--- config.mk ---
export PLATFORM = sky130hd
export DESIGN_NAME = adf_ctrl
export DESIGN_NICKNAME = d
export VERILOG_FILES = /design/src/rtl/core/adf_pkg.sv /design/src/rtl/core/adf_ctrl.sv
export SDC_FILE = /design/constraint.sdc
export NUM_CORES = 1
export LEC_CHECK = 0
export BUFFER_PORTS_ARGS = -buffer_cell sky130_fd_sc_hd__buf_4
export CAP_MARGIN = 20
export CELL_PAD_IN_SITES_DETAIL_PLACEMENT = 0
export CELL_PAD_IN_SITES_GLOBAL_PLACEMENT = 2
export CORE_ASPECT_RATIO = 0.9
export CORE_MARGIN = 3
export CORE_UTILIZATION = 22
export DETAILED_ROUTE_END_ITERATION = 10
export GPL_ROUTABILITY_DRIVEN = 0
export PLACE_DENSITY_LB_ADDON = 0.1
export SLEW_MARGIN = 20
export SYNTH_ARGS = -nofsm -noshare
export SYNTH_HDL_FRONTEND = slang
export SYNTH_SLANG_ARGS = --single-unit
--- constraint.sdc ---
create_clock -name aclk -period 1.23 [get_ports aclk]
set_input_delay 0.123 -clock aclk [delete_from_list [all_inputs] [get_ports aclk]]
set_output_delay 0.123 -clock aclk [all_outputs]
set_load 0.05 [all_outputs]
--- src/rtl/core/adf_pkg.sv ---
// shared types and constants for the advertisement duplicate filter
`timescale 1ns / 1ps

package adf_pkg;

    localparam int ADDR_W    = 48;
    localparam int LEN_W     = 5;
    localparam int WORD_W    = 64;
    localparam int TIME_W    = 48;
    localparam int MAXAGE_W  = 16;
    localparam int AGE_W     = 36;
    localparam int REG_IDX_W = 1;
    localparam int PADDR_W   = REG_IDX_W + 2;
    localparam int APB_W     = 32;

    localparam logic [AGE_W-1:0]     US_PER_SECOND   = AGE_W'(1000000);
    localparam logic [REG_IDX_W-1:0] REG_FILTER_EN   = 1'd0;
    localparam logic [REG_IDX_W-1:0] REG_MAX_AGE     = 1'd1;
    localparam logic                 FILTER_EN_RESET = 1'b1;
    localparam logic [MAXAGE_W-1:0]  MAX_AGE_RESET   = 16'd10;

    // controller to datapath
    typedef struct packed {
        logic cap;
        logic clear;
        logic sweep;
        logic look;
        logic cmp;
        logic scan;
        logic write;
    } adf_cmd_t;

    // datapath to controller
    typedef struct packed {
        logic enabled;
        logic dup;
        logic scan_need;
        logic scan_last;
    } adf_sts_t;

endpackage

--- src/rtl/core/adf_ctrl.sv ---
// sequencing state machine and result register of the duplicate filter
`timescale 1ns / 1ps

module adf_ctrl (
    input  logic             aclk,
    input  logic             aresetn,
    input  logic             s_valid,
    output logic             s_ready,
    output logic             m_valid,
    input  logic             m_ready,
    output logic             m_drop,
    output adf_pkg::adf_cmd_t cmd,
    input  adf_pkg::adf_sts_t sts
);

    import adf_pkg::*;

    localparam logic [2:0] S_IDLE  = 3'd0;
    localparam logic [2:0] S_SWEEP = 3'd1;
    localparam logic [2:0] S_LOOK  = 3'd2;
    localparam logic [2:0] S_CMP   = 3'd3;
    localparam logic [2:0] S_SCAN  = 3'd4;
    localparam logic [2:0] S_WRITE = 3'd5;
    localparam logic [2:0] S_DONE  = 3'd6;

    logic [2:0] state_reg, state_next;
    logic       drop_pend_reg, drop_pend_next;
    logic       m_valid_reg, m_valid_next;
    logic       m_drop_reg, m_drop_next;

    assign s_ready = (state_reg == S_IDLE);
    assign m_valid = m_valid_reg;
    assign m_drop  = m_drop_reg;

    always_comb begin
        state_next     = state_reg;
        drop_pend_next = drop_pend_reg;
        m_valid_next   = m_valid_reg & ~m_ready;
        m_drop_next    = m_drop_reg;
        cmd            = '0;
        case (state_reg)
            S_IDLE: begin
                if (s_valid) begin
                    cmd.cap = 1'b1;
                    if (!sts.enabled) begin
                        cmd.clear      = 1'b1;
                        drop_pend_next = 1'b0;
                        state_next     = S_DONE;
                    end else begin
                        state_next = S_SWEEP;
                    end
                end
            end
            S_SWEEP: begin
                cmd.sweep  = 1'b1;
                state_next = S_LOOK;
            end
            S_LOOK: begin
                cmd.look   = 1'b1;
                state_next = S_CMP;
            end
            S_CMP: begin
                cmd.cmp = 1'b1;
                if (sts.dup) begin
                    drop_pend_next = 1'b1;
                    state_next     = S_DONE;
                end else begin
                    drop_pend_next = 1'b0;
                    state_next     = sts.scan_need ? S_SCAN : S_WRITE;
                end
            end
            S_SCAN: begin
                cmd.scan = 1'b1;
                if (sts.scan_last) begin
                    state_next = S_WRITE;
                end
            end
            S_WRITE: begin
                cmd.write  = 1'b1;
                state_next = S_DONE;
            end
            S_DONE: begin
                // wait for the result register to free up
                if (!m_valid_reg || m_ready) begin
                    m_valid_next = 1'b1;
                    m_drop_next  = drop_pend_reg;
                    state_next   = S_IDLE;
                end
            end
            default: begin
                state_next = S_IDLE;
            end
        endcase
    end

    always_ff @(posedge aclk) begin
        if (!aresetn) begin
            state_reg     <= S_IDLE;
            drop_pend_reg <= 1'b0;
            m_valid_reg   <= 1'b0;
            m_drop_reg    <= 1'b0;
        end else begin
            state_reg     <= state_next;
            drop_pend_reg <= drop_pend_next;
            m_valid_reg   <= m_valid_next;
            m_drop_reg    <= m_drop_next;
        end
    end

endmodule

Yosys cells after proc, flatten, opt, wreduce, memory -nomap -nowiden --
Cells that the tools add are included.
Operators by class: bitwise gates (word level) 2, reduce and logical (&&, ||, !) cells 7, multiplexer cells 21, eq/ne operators 10
Operators by type and width (number):
- $pmux W3 S7 | 1
- $mux W1 | 12
- $mux W3 | 4
- $eq A3 B3 Y1 const B | 3
- $ne A2 B2 Y1 const B | 4
- $eq A3 B2 Y1 const B | 2
- $mux W2 | 3
- $reduce_and A3 Y1 | 2
- $eq A3 B1 Y1 const B | 1
- $logic_not A3 Y1 | 1
- $pmux W1 S2 | 1
- $reduce_and A2 Y1 | 1
- $reduce_bool A2 Y1 | 1
- $and A1 B1 Y1 | 1
- $logic_not A1 Y1 | 1
- $logic_or A1 B1 Y1 | 1
- $not A1 Y1 | 1
Storage, ports and cells: output and inout bits 10, input bits 8, register bits 6, word-level logic and storage cells 44

Depth between registers and ports, before layout --
Gate-level depths: netlist of run 1.
depth in word-level cells 4, gate-level depth with buffers 4

Worst setup path before layout of run 1 --
Ideal clock, no wire load.
path kind register -> register, from reg state_reg[2], to reg state_reg[0], setup slack -0.756 ns, arrival 1.927 ns, period minus slack after synthesis 1.986 ns, library setup time 0.059 ns, stages on the path, launching flop included 4, path through dfxtp_1 > nor3b_1 > and2_0 > o311a_1
On the way: longest elaborated chain between the ends 3
Ends and longest elaborated chain:
- from (decl) | RTL line adf_ctrl.sv:26 | logic [2:0] state_reg, state_next;
- from (signal assigned) | RTL line adf_ctrl.sv:103 | state_reg <= state_next;
- $eq A3 B3 Y1 / $logic_not A3 Y1 (equally long branches) | RTL line adf_ctrl.sv:41 | case (state_reg)
- $ne A2 B2 Y1 (no line)
- $reduce_and A3 Y1 (no line)
Several ways; a longest one is shown, not always the timed one. A chain may end at the register's enable or synchronous reset.

==> summary.txt, run 1 <==
STA
  – Period utilization: 105%
  – Fin. max-slew vios: 0
  – Setup slack after layout: -60.4 ps
  – Final setup violating endpoints: 8
  – Clock skew: 0.378 ps
  – Min Hold Slack: between 100 and 150 ps
  – Setup TNS: -277 ps
  – Slew margin rel.: around 84%
  – Worst Tran Pin Value: 236 ps
  – Final hold vios: 0
  – Min Tclk post-route: approximately 1300 ps
  – Top achievable clock speed: 775 MHz
  – Unrepaired setup endpoints after global routing: true

Layout
  – Most frequent cells in the layout: buf_4 (17), buf_6 (12)
  – Final nets: 84
  – Share of layout cells above drive strength 1: 64.9%
  – # diodes: 0
  – Non-filler cells, final: 96
  – Design area: ~790 um^2
  – Finished Core Util: a little over half
  – P&R area growth vs syn: 115%
  – Number of flip-flops in the largest register: 3
  – Most common cell after layout, fill and taps aside: buf_4

Placement
  – Dpl ws: -28.8 ps
  – Placement Cell Area: 578 um^2
  – Hpwl dp: just under 900 um
  – Inst Count DP: 83
  – Port Buffer Count: 17

Die
  – # rows: 13
  – Die ar.: 2210 um^2
  – Die height: ~45 um
  – Die Wd: around 49 um
  – Io pins: 18
  – Core box area: approximately 1500 um^2
  – Initial core utilization: between 20% and 30%

Routing
  – WL/cell: about 13 um
  – DRC: 0
  – Highest routed layer: met3
  – Via density: ~4.5
  – WL met1: ~550 um
  – Pre-antenna DRT Iters: 4
  – Via count: between 400 and 500
  – DR WL met2: ~660 um
  – Number of DRC markers in iteration 0: 7
  – Met3 WL post-DR: 75 um
  – Detailed Route WL: ~1300 um
  – ANT nets after route: 0

Pwr
  – Worst VDD drop: approximately 0.8 mV
  – Final Power: ~0.95 mW
  – LEAKAGE: 0.326 nW
  – Pwr Density: between 1000 and 1500 nW/um^2

CTS
  – Clk_lat worst skew: 240 ps
  – CTS tree: built
  – Reg clk slew, reported paths: around 50 ps
  – Cts hold-fix bufs: 0
  – Clock root buffer: clkbuf_4
  – Clock Sinks: 6
  – CTS buffer count: 3
  – Clock tree buffer depth: 2
  – H-tree depth: 1

Worst hold path
  – Worst Hold Class: in2reg

Global route
  – Initial antenna violation count: 0
  – Vias in the first global route: 470
  – Overall Global Routing Usage: 11.9%
  – Largest net degree at the start of global routing: 10
  – Total grt overflow: 0
  – First-pass GRT wire length: between 2000 and 2500 um

Critical path
  – Crit path required time: between 1000 and 1500 ps
  – CP Launch Type: flip-flop
  – Worst setup EP type: primary output
  – CP max FO: 5
  – Critical path class: reg2out
  – Arrival time worst endpoint: roughly 1200 ps

Logic synthesis
  – Synthesized instance count: 43
  – Synth Area per Inst: approximately 8.6 um^2
  – Register area share after synthesis: between 30% and 40%
  – Yosys warning count: 0
  – Synth area leader: dfxtp_1
  – Synth unique cells: 25
  – Area contributors post-synth: dfxtp_1 (33%), nor3b_1 (10%), nor2b_1 (6.8%), nand2b_1 (5.1%), nor3_1 (4.1%)
  – Post-synth net total: 51
  – Synthesized flop and latch total: 6
  – Mapped Area: roughly 370 um^2
  – Top cell type's share of synthesized area: between 30% and 40%

Run status
  – Status: finished with violations
  – Failing checks: negative setup slack

Flow run
  – Max-cap violation count: 0
-- area by class of cell --
type / count / area, um^2
fill: 133 / 719
multi-input combinational: 33 / 313
timing repair buffer: 31 / 293
sequential: 6 / 131
tap: 22 / 27.5
clock buffer: 3 / 22.5
inverter: 1 / 6.26
-- layer usage --
metal	global-route usage [%]	up-vias
li1	-	220
met1	12.9	203
met2	21.1	13
met3	4.62	0
met4	5.11	0
met5	0	-
-- worst paths after layout --
kind	startpoint	to	slack, ps	cells past startpoint
max	state_reg[2]	cmd[3]	-60	4
min	sts[2]	drop_pend_reg	130	3
max reg2reg	state_reg[2]	state_reg[1]	20	5
min reg2reg	m_drop	m_drop	470	2
-- cells by family (layout without fill, tap and decap cells) --
| group | count (synthesis) | after routing | synth area share [%] |
|---|---|---|---|
| mux | 1 | 1 | 2.71 |
| buf+inv | 4 | 35 | 6.78 |
| compound gates | 8 | 8 | 17.0 |
| simple gates | 24 | 24 | 41.0 |
| flops | 6 | 6 | 32.5 |
-- cell usage after synthesis --
library cell	n
o22ai_1	1
inv_1	1
nand3b_1	1
dfxtp_1	6
buf_6	1
o311a_1	1
nand2_1	3
nor2b_1	4
nor2_1	1
and3b_1	1
and2_0	1
a21boi_0	1
o32a_1	1
o31ai_1	1
nor4_2	1
o21ai_0	1
nand3_1	1
buf_2	1
mux2i_1	1
o31a_1	1
nor3_1	3
o21a_1	1
nand2b_1	3
nor3b_1	5
clkbuf_2	1
-- power by group --
part / leakage (nW) / switching (mW) / internal (mW) / total [mW]
clock: 0.0138 / 0.0756 / 0.111 / 0.186
combinational: 0.261 / 0.267 / 0.255 / 0.522
sequential: 0.0509 / 0.0252 / 0.214 / 0.239
total: 0.326 / 0.368 / 0.580 / 0.947
-- critical path, stage by stage (launching register included) --
cell	delay, ps
dfxtp_4	370
buf_6	130
nor2b_4	120
nor2b_4	160
buf_8	150
-- what timing repair did --
item	CTS	global route
gates resized for setup	20	14
buffers inserted	4	6
hold endpoints to repair	0	0
pin swaps	2	5
endpoints found under the setup margin	10	9
(Power assumes the default switching activity.)
==> run 2: changes to the inputs <==
- ABC_AREA: unset -> 1
- CORE_UTILIZATION: 22 -> 21
==> run 2 against run 1 <==
Against the previous run:
- the run still ends with negative setup slack left
- via count up 4.6%
- area after synthesis up 7.5%
- hold slack better by 60 ps
- critical path type unchanged
==> summary.txt, run 2 <==
Run status
  – Status: finished with violations (unchanged)
  – Failing checks: negative setup slack (unchanged)

Critical path
  – CP Launch Type: flip-flop (unchanged)
  – R2R Path End: state_reg[2] (was state_reg[1])
  – Reg2Reg Depth: 7 (was 5)
  – Crit-path cells: buf_4, nor2_2, nand2_1, inv_2, buf_8 (was buf_6, nor2b_4, nor2b_4, buf_8)
  – Worst path max stage delay: 340 ps (was 370 ps)
  – Reg2reg start: state_reg[1] (was state_reg[2])
  – Crit-path slowest cell: dfxtp_2 (was dfxtp_4)
  – Crit path required time: 1110 ps (about the same)
  – Critical path class: reg2out (unchanged)
  – Worst Setup SP: state_reg[2] (unchanged)
  – Crit path buffers/inverters: 3 (was 2)
  – Delay-heaviest family, CP: buffers and inverters (was flip-flops)
  – R2r setup slk: 10 ps (was 20 ps)
  – Worst setup EP type: primary output (unchanged)
  – Arrival time worst endpoint: 1130 ps (was 1170 ps)
  – CP max FO: 5 (unchanged)

STA
  – Clock skew: 3.45 ps (was 0.378 ps)
  – Final setup violating endpoints: 4 (was 8)
  – Slew margin rel.: 84.3% (was 84.1%)
  – Final hold vios: 0 (unchanged)
  – Min Tclk post-route: 1260 ps (was 1290 ps)
  – Setup TNS: -62.2 ps (was -277 ps)
  – Fin. max-slew vios: 0 (unchanged)
  – Worst Tran Pin Value: 234 ps (was 236 ps)
  – Setup slack after layout: -25.3 ps (was -60.4 ps)
  – Min Hold Slack: 190 ps (was 129 ps)
  – Period utilization: 102% (was 105%)
  – Unrepaired setup endpoints after global routing: true (unchanged)
  – Top achievable clock speed: 797 MHz (was 775 MHz)

Placement
  – Port Buffer Count: 17 (unchanged)
  – Dpl ws: 112 ps (was -28.8 ps)
  – Hpwl dp: 863 um (was 867 um)
  – Inst Count DP: 109 (was 83)

Die
  – Core box area: 1730 um^2 (was 1510 um^2)
  – # rows: 14 (was 13)
  – Io pins: 18 (unchanged)
  – Initial core utilization: 22.9% (was 24.4%)
  – Die ar.: 2450 um^2 (was 2210 um^2)
  – Die Wd: 51.8 um (was 49.2 um)
  – Die height: 47.2 um (was 44.9 um)

Layout
  – Most frequent cells in the layout: buf_4 (14), buf_6 (9), inv_1 (7) (was buf_4 (17), buf_6 (12))
  – Non-filler cells, final: 116 (was 96)
  – # diodes: 0 (unchanged)
  – Share of layout cells above drive strength 1: 67.4% (was 64.9%)
  – Final nets: 102 (was 84)
  – Layout fillers: 191 (was 133)
  – P&R area growth vs syn: 96.2% (was 115%)
  – Most common cell after layout, fill and taps aside: buf_4 (unchanged)
  – Finished Core Util: 44.9% (was 52.4%)
  – Number of flip-flops in the largest register: 3 (unchanged)

Logic synthesis
  – Mux contribution to synthesized area: 0% (was 2.71%)
  – Largest family of logic cells by synthesized area: simple AND/OR/NAND/NOR gates (unchanged)
  – Yosys warning count: 0 (unchanged)
  – Synth Area per Inst: 6.30 um^2 (was 8.58 um^2)
  – Synth unique cells: 16 (was 25)
  – Area contributors post-synth: dfxtp_1 (30%), inv_1 (11%), nand2_1 (8.5%), nor2_2 (7.9%), nand3_1 (7.6%) (was dfxtp_1 (33%), nor3b_1 (10%), nor2b_1 (6.8%), nand2b_1 (5.1%), nor3_1 (4.1%))
  – Most instantiated library cell after synthesis: inv_1 (was dfxtp_1)
  – Compound-cell area share of the yosys netlist: 12.0% (was 16.9%)
  – Post-synth net total: 71 (was 51)
  – Share of synthesized registers carrying an async set or reset: 0% (unchanged)
  – Synth area leader: dfxtp_1 (unchanged)
  – Simple-Gate Fraction of Synth Area: 43.5% (was 41.0%)
  – Post-synth top cells: inv_1 (12), nand2_1 (9), nor2_1 (8), dfxtp_1 (6), nand3_1 (6) (was dfxtp_1 (6), nor3b_1 (5), nor2b_1 (4))
  – Primary FF master, synth: dfxtp_1 (unchanged)
  – EDFF count, synth: 0 (unchanged)
  – Mapped Area: 397 um^2 (was 369 um^2)
  – Register area share after synthesis: 30.3% (was 32.5%)
  – Post-Synth Adder-Cell Area: 0% (unchanged)
  – Synthesized instance count: 63 (was 43)
  – Top cell type's share of synthesized area: 30.3% (was 32.5%)
  – Synthesized flop and latch total: 6 (unchanged)
  – Xor and xnor area share after synthesis: 0% (unchanged)

CTS
  – CTS buffer count: 3 (unchanged)
  – Reg clk slew, reported paths: 40 ps (was 50 ps)
  – Clock root buffer: clkbuf_4 (unchanged)
  – H-tree depth: 1 (unchanged)
  – Clock Sinks: 6 (unchanged)
  – CTS tree: built (unchanged)
  – Clk_lat worst skew: 240 ps (about the same)
  – Clock tree buffer depth: 2 (unchanged)

Routing
  – Detailed Route WL: 1060 um (was 1290 um)
  – Via density: 3.93 (was 4.54)
  – WL/cell: 9.13 um (was 13.4 um)
  – Pre-antenna DRT Iters: 2 (was 4)
  – DRC: 0 (unchanged)
  – ANT nets after route: 0 (unchanged)
  – Number of DRC markers in iteration 0: 1 (was 7)
  – Via count: 456 (was 436)

Worst hold path
  – Worst Hold Class: in2reg (unchanged)
  – Hold Startpoint: sts[1] (was sts[2])
  – Hold path cells: 4 (was 3)
  – Hold Path End: state_reg[0] (was drop_pend_reg)

Global route
  – Vias in the first global route: 426 (was 470)
  – Initial antenna violation count: 0 (unchanged)
  – First-pass GRT wire length: 1770 um (was 2020 um)
  – Total grt overflow: 0 (unchanged)
  – Overall Global Routing Usage: 10.1% (was 11.9%)
  – Largest net degree at the start of global routing: 7 (was 10)

Pwr
  – Pwr Density: 2960 nW/um^2 (was 1190 nW/um^2)
  – Clock power frac: 7.5% (was 19.7%)
  – Combinational share of power: 77.7% (was 55.1%)
  – Switching Fraction: 51.0% (was 38.8%)
  – P_int: 1.13 mW (was 0.580 mW)
  – Sw power: 1.17 mW (was 0.368 mW)
  – Worst VDD drop: 2.31 mV (was 0.803 mV)
  – LEAKAGE: 0.352 nW (was 0.326 nW)
  – Flop pwr share: 14.8% (was 25.3%)

Flow run
  – Max-cap violation count: 0 (unchanged)
run 2: worst max path at each step:
stage	end	slack, ps	cells after the start
finish	cmd[3]	-30	5
global route	cmd[0]	-90	6
floorplan	cmd[0]	-160	4
detailed placement	cmd[5]	110	6
global placement	state_reg[0]	100	7
CTS	cmd[4]	-50	6
run 2: area by class of cell:
cell class	instances	area [um^2]	share of cell area (%)
multi-input cells	42	277	35.5
repair buffers	26	251	32.3
flip-flops and latches	6	130	16.7
inverters	15	67.6	8.68
well taps	24	30.0	3.86
clock buffers	3	22.5	2.89
run 2: logic make-up after synthesis:
logic type,count (synthesis)
AO/OA/AOI/OAI,8
AND/OR/NAND/NOR,34
flip-flops,6
buffers and inverters,15
run 2: per-layer routing:
layer	track usage [%]	part of all wire, %
met1	12.8	49
met2	16.0	47
met3	3.81	3.8
met4	3.14	0
met5	0	0
run 2: repair_timing:
action,CTS,global route
hold buffers,0,0
endpoints found under the setup margin,7,11
gates resized for setup,24,15
cloned,0,0
setup buffers,4,0
pin swaps,5,7
run 2: power by group through the flow:
stage                     registers, mW  clock network [mW]  logic (mW)
after global placement            0.308                   0        1.40
after floorplan                   0.345                   0       0.930
final                             0.340               0.172        1.79
after detailed placement          0.309                   0        1.38
after global routing              0.353               0.198        1.92
after CTS                         0.335               0.186        1.69
run 2: stage by stage:
stage / power (mW) / instance area (um^2)
after floorplan: 1.27 / 415
after global placement: 1.71 / 611
after detailed placement: 1.69 / 611
after CTS: 2.21 / 737
after global routing: 2.47 / 778
final: 2.30 / 778
run 2: worst min-delay path, stage by stage:
cell	delay (ps)
buf_4	80
nor3_2	40
o21ai_2	110
nor2_2	30
==> run 3: changes to the inputs <==
- PLACE_DENSITY: unset -> 0.8
- PLACE_DENSITY_LB_ADDON: 0.1 -> unset
==> run 3 against run 2 <==
Against the previous run:
- the run still ends with negative setup slack left
- clock skew fell by 0.87 ps
- fmax fell by 1.2%
- clock-buffer cell count did not move
- worst setup slack got worse by 16 ps
- largest cell class unchanged
- highest routed layer is now met4
==> summary.txt, run 3 (synthesis results as in run 2) <==
Routing
  – Number of DRC markers in iteration 0: 4 (was 1)
  – WL/cell: 9.18 um (was 9.13 um)
  – Via count: 466 (was 456)
  – Via density: 4.09 (was 3.93)
  – Detailed Route WL: 1050 um (was 1060 um)
  – Pre-antenna DRT Iters: 4 (was 2)
  – DRC: 0 (unchanged)
  – ANT nets after route: 0 (unchanged)

Die
  – Io pins: 18 (unchanged)
  – Core box area: 1730 um^2 (unchanged)
  – Die height: 47.2 um (unchanged)
  – Die Wd: 51.8 um (unchanged)
  – Die ar.: 2450 um^2 (unchanged)
  – # rows: 14 (unchanged)
  – Initial core utilization: 22.9% (unchanged)

STA
  – Final hold vios: 0 (unchanged)
  – Setup slack after layout: -40.9 ps (was -25.3 ps)
  – Unrepaired setup endpoints after global routing: true (unchanged)
  – Final setup violating endpoints: 3 (was 4)
  – Top achievable clock speed: 787 MHz (was 797 MHz)
  – Clock skew: 2.58 ps (was 3.45 ps)
  – Min Tclk post-route: 1270 ps (was 1260 ps)
  – Worst Tran Pin Value: 214 ps (was 234 ps)
  – Slew margin rel.: 85.7% (was 84.3%)
  – Fin. max-slew vios: 0 (unchanged)
  – Period utilization: 103% (was 102%)

Placement
  – Port Buffer Count: 17 (unchanged)
  – Placement Cell Area: 603 um^2 (was 611 um^2)
  – Hpwl dp: 849 um (was 863 um)
  – Inst Count DP: 108 (was 109)

Layout
  – Non-filler cells, final: 114 (was 116)
  – Most frequent cells in the layout: buf_4 (14), inv_1 (8), nand2_1 (7), buf_6 (7) (was buf_4 (14), buf_6 (9), inv_1 (7))
  – Layout fillers: 174 (was 191)
  – Most common cell after layout, fill and taps aside: buf_4 (unchanged)
  – Final nets: 100 (was 102)
  – Design area: 754 um^2 (was 778 um^2)
  – Share of layout cells above drive strength 1: 62.2% (was 67.4%)
  – Finished Core Util: 43.5% (was 44.9%)
  – P&R area growth vs syn: 90.2% (was 96.2%)
  – Number of flip-flops in the largest register: 3 (unchanged)
  – # diodes: 0 (unchanged)

Critical path
  – Worst setup EP type: primary output (unchanged)
  – Crit path required time: 1110 ps (about the same)
  – Arrival time worst endpoint: 1150 ps (was 1130 ps)
  – CP Launch Type: flip-flop (unchanged)
  – Critical path class: reg2out (unchanged)
  – CP max FO: 4 (was 5)

Run status
  – Status: finished with violations (unchanged)
  – Failing checks: negative setup slack (unchanged)

CTS
  – Clock root buffer: clkbuf_4 (unchanged)
  – Reg clk slew, reported paths: 40 ps (about the same)
  – Cts hold-fix bufs: 0 (unchanged)
  – Clock Sinks: 6 (unchanged)
  – CTS tree: built (unchanged)
  – H-tree depth: 1 (unchanged)
  – Clock tree buffer depth: 2 (unchanged)
  – Clk_lat worst skew: 240 ps (about the same)
  – CTS buffer count: 3 (unchanged)

Pwr
  – Flop pwr share: 16.4% (was 14.8%)
  – P_int: 1.06 mW (was 1.13 mW)
  – Pwr Density: 2980 nW/um^2 (was 2960 nW/um^2)
  – Worst VDD drop: 2.25 mV (was 2.31 mV)
  – LEAKAGE: 0.346 nW (was 0.352 nW)
  – Switching Fraction: 52.7% (was 51.0%)
  – Combinational share of power: 75.8% (was 77.7%)
  – Sw power: 1.19 mW (was 1.17 mW)
  – Clock power frac: 7.8% (was 7.5%)

Global route
  – Overall Global Routing Usage: 9.66% (was 10.1%)
  – Vias in the first global route: 421 (was 426)
  – First-pass GRT wire length: 1700 um (was 1770 um)
  – Total grt overflow: 0 (unchanged)
  – Initial antenna violation count: 0 (unchanged)
  – Largest net degree at the start of global routing: 8 (was 7)

Worst hold path
  – Worst Hold Class: in2reg (unchanged)

Flow run
  – Max-cap violation count: 0 (unchanged)
run 3: routing by layer:
| layer | global-route usage (%) | vias to the layer above | share of wire, % |
|---|---|---|---|
| met2 | 16.5 | 13 | 51 |
| li1 | - | 248 | - |
| met1 | 11.4 | 203 | 44 |
| met4 | 6.28 | 0 | 1.1 |
| met5 | 0 | - | 0 |
| met3 | 1.59 | 2 | 3.6 |
run 3: final cells by class:
cell class	instances	area, um^2	area share [%]
sequential	6	130	17.2
clock buffer	3	22.5	2.99
inverter	15	70.1	9.29
multi-input combinational	42	273	36.2
tap	24	30.0	3.98
timing repair buffer	24	229	30.3
run 3: final timing paths:
kind	from	to	slack [ps]	cells after the start
setup reg to reg	state_reg[0]	state_reg[1]	120	8
hold reg to reg	m_drop	m_drop	480	2
setup / recovery	state_reg[1]	cmd[5]	-40	6
hold / removal	m_ready	m_valid	180	4
run 3: worst max-delay path, cell delays in order, from the launching register on:
cell        delay, ps
dfxtp_4           360
nor2_4            120
nand2_4           100
inv_6              70
nand2_4            50
clkinvlp_4         70
buf_8             130
run 3: metrics by stage:
stage / hold slack [ps] / TNS, ps / power [mW] / setup slack (ps)
global placement: 433 / 0 / 1.68 / 97.5
CTS: 175 / -220 / 2.08 / -60.2
global route: 184 / -442 / 2.40 / -106
detailed placement: 428 / 0 / 1.67 / 72.5
finish: 178 / -114 / 2.25 / -40.9
floorplan: 293 / -333 / 1.27 / -158
run 3: timing repair:
action	4_1_cts	5_1_grt
buffers inserted	1	2
pin swaps	3	3
endpoints found under the setup margin	8	7
gates resized for setup	22	12
run 3: power by group through the flow:
stage / Clock, mW / Combinational, mW / Sequential [mW]
2_1_floorplan: 0 / 0.930 / 0.345
3_3_place_gp: 0 / 1.35 / 0.327
3_5_place_dp: 0 / 1.34 / 0.331
4_1_cts: 0.185 / 1.53 / 0.366
5_1_grt: 0.196 / 1.83 / 0.377
6_report: 0.176 / 1.71 / 0.369
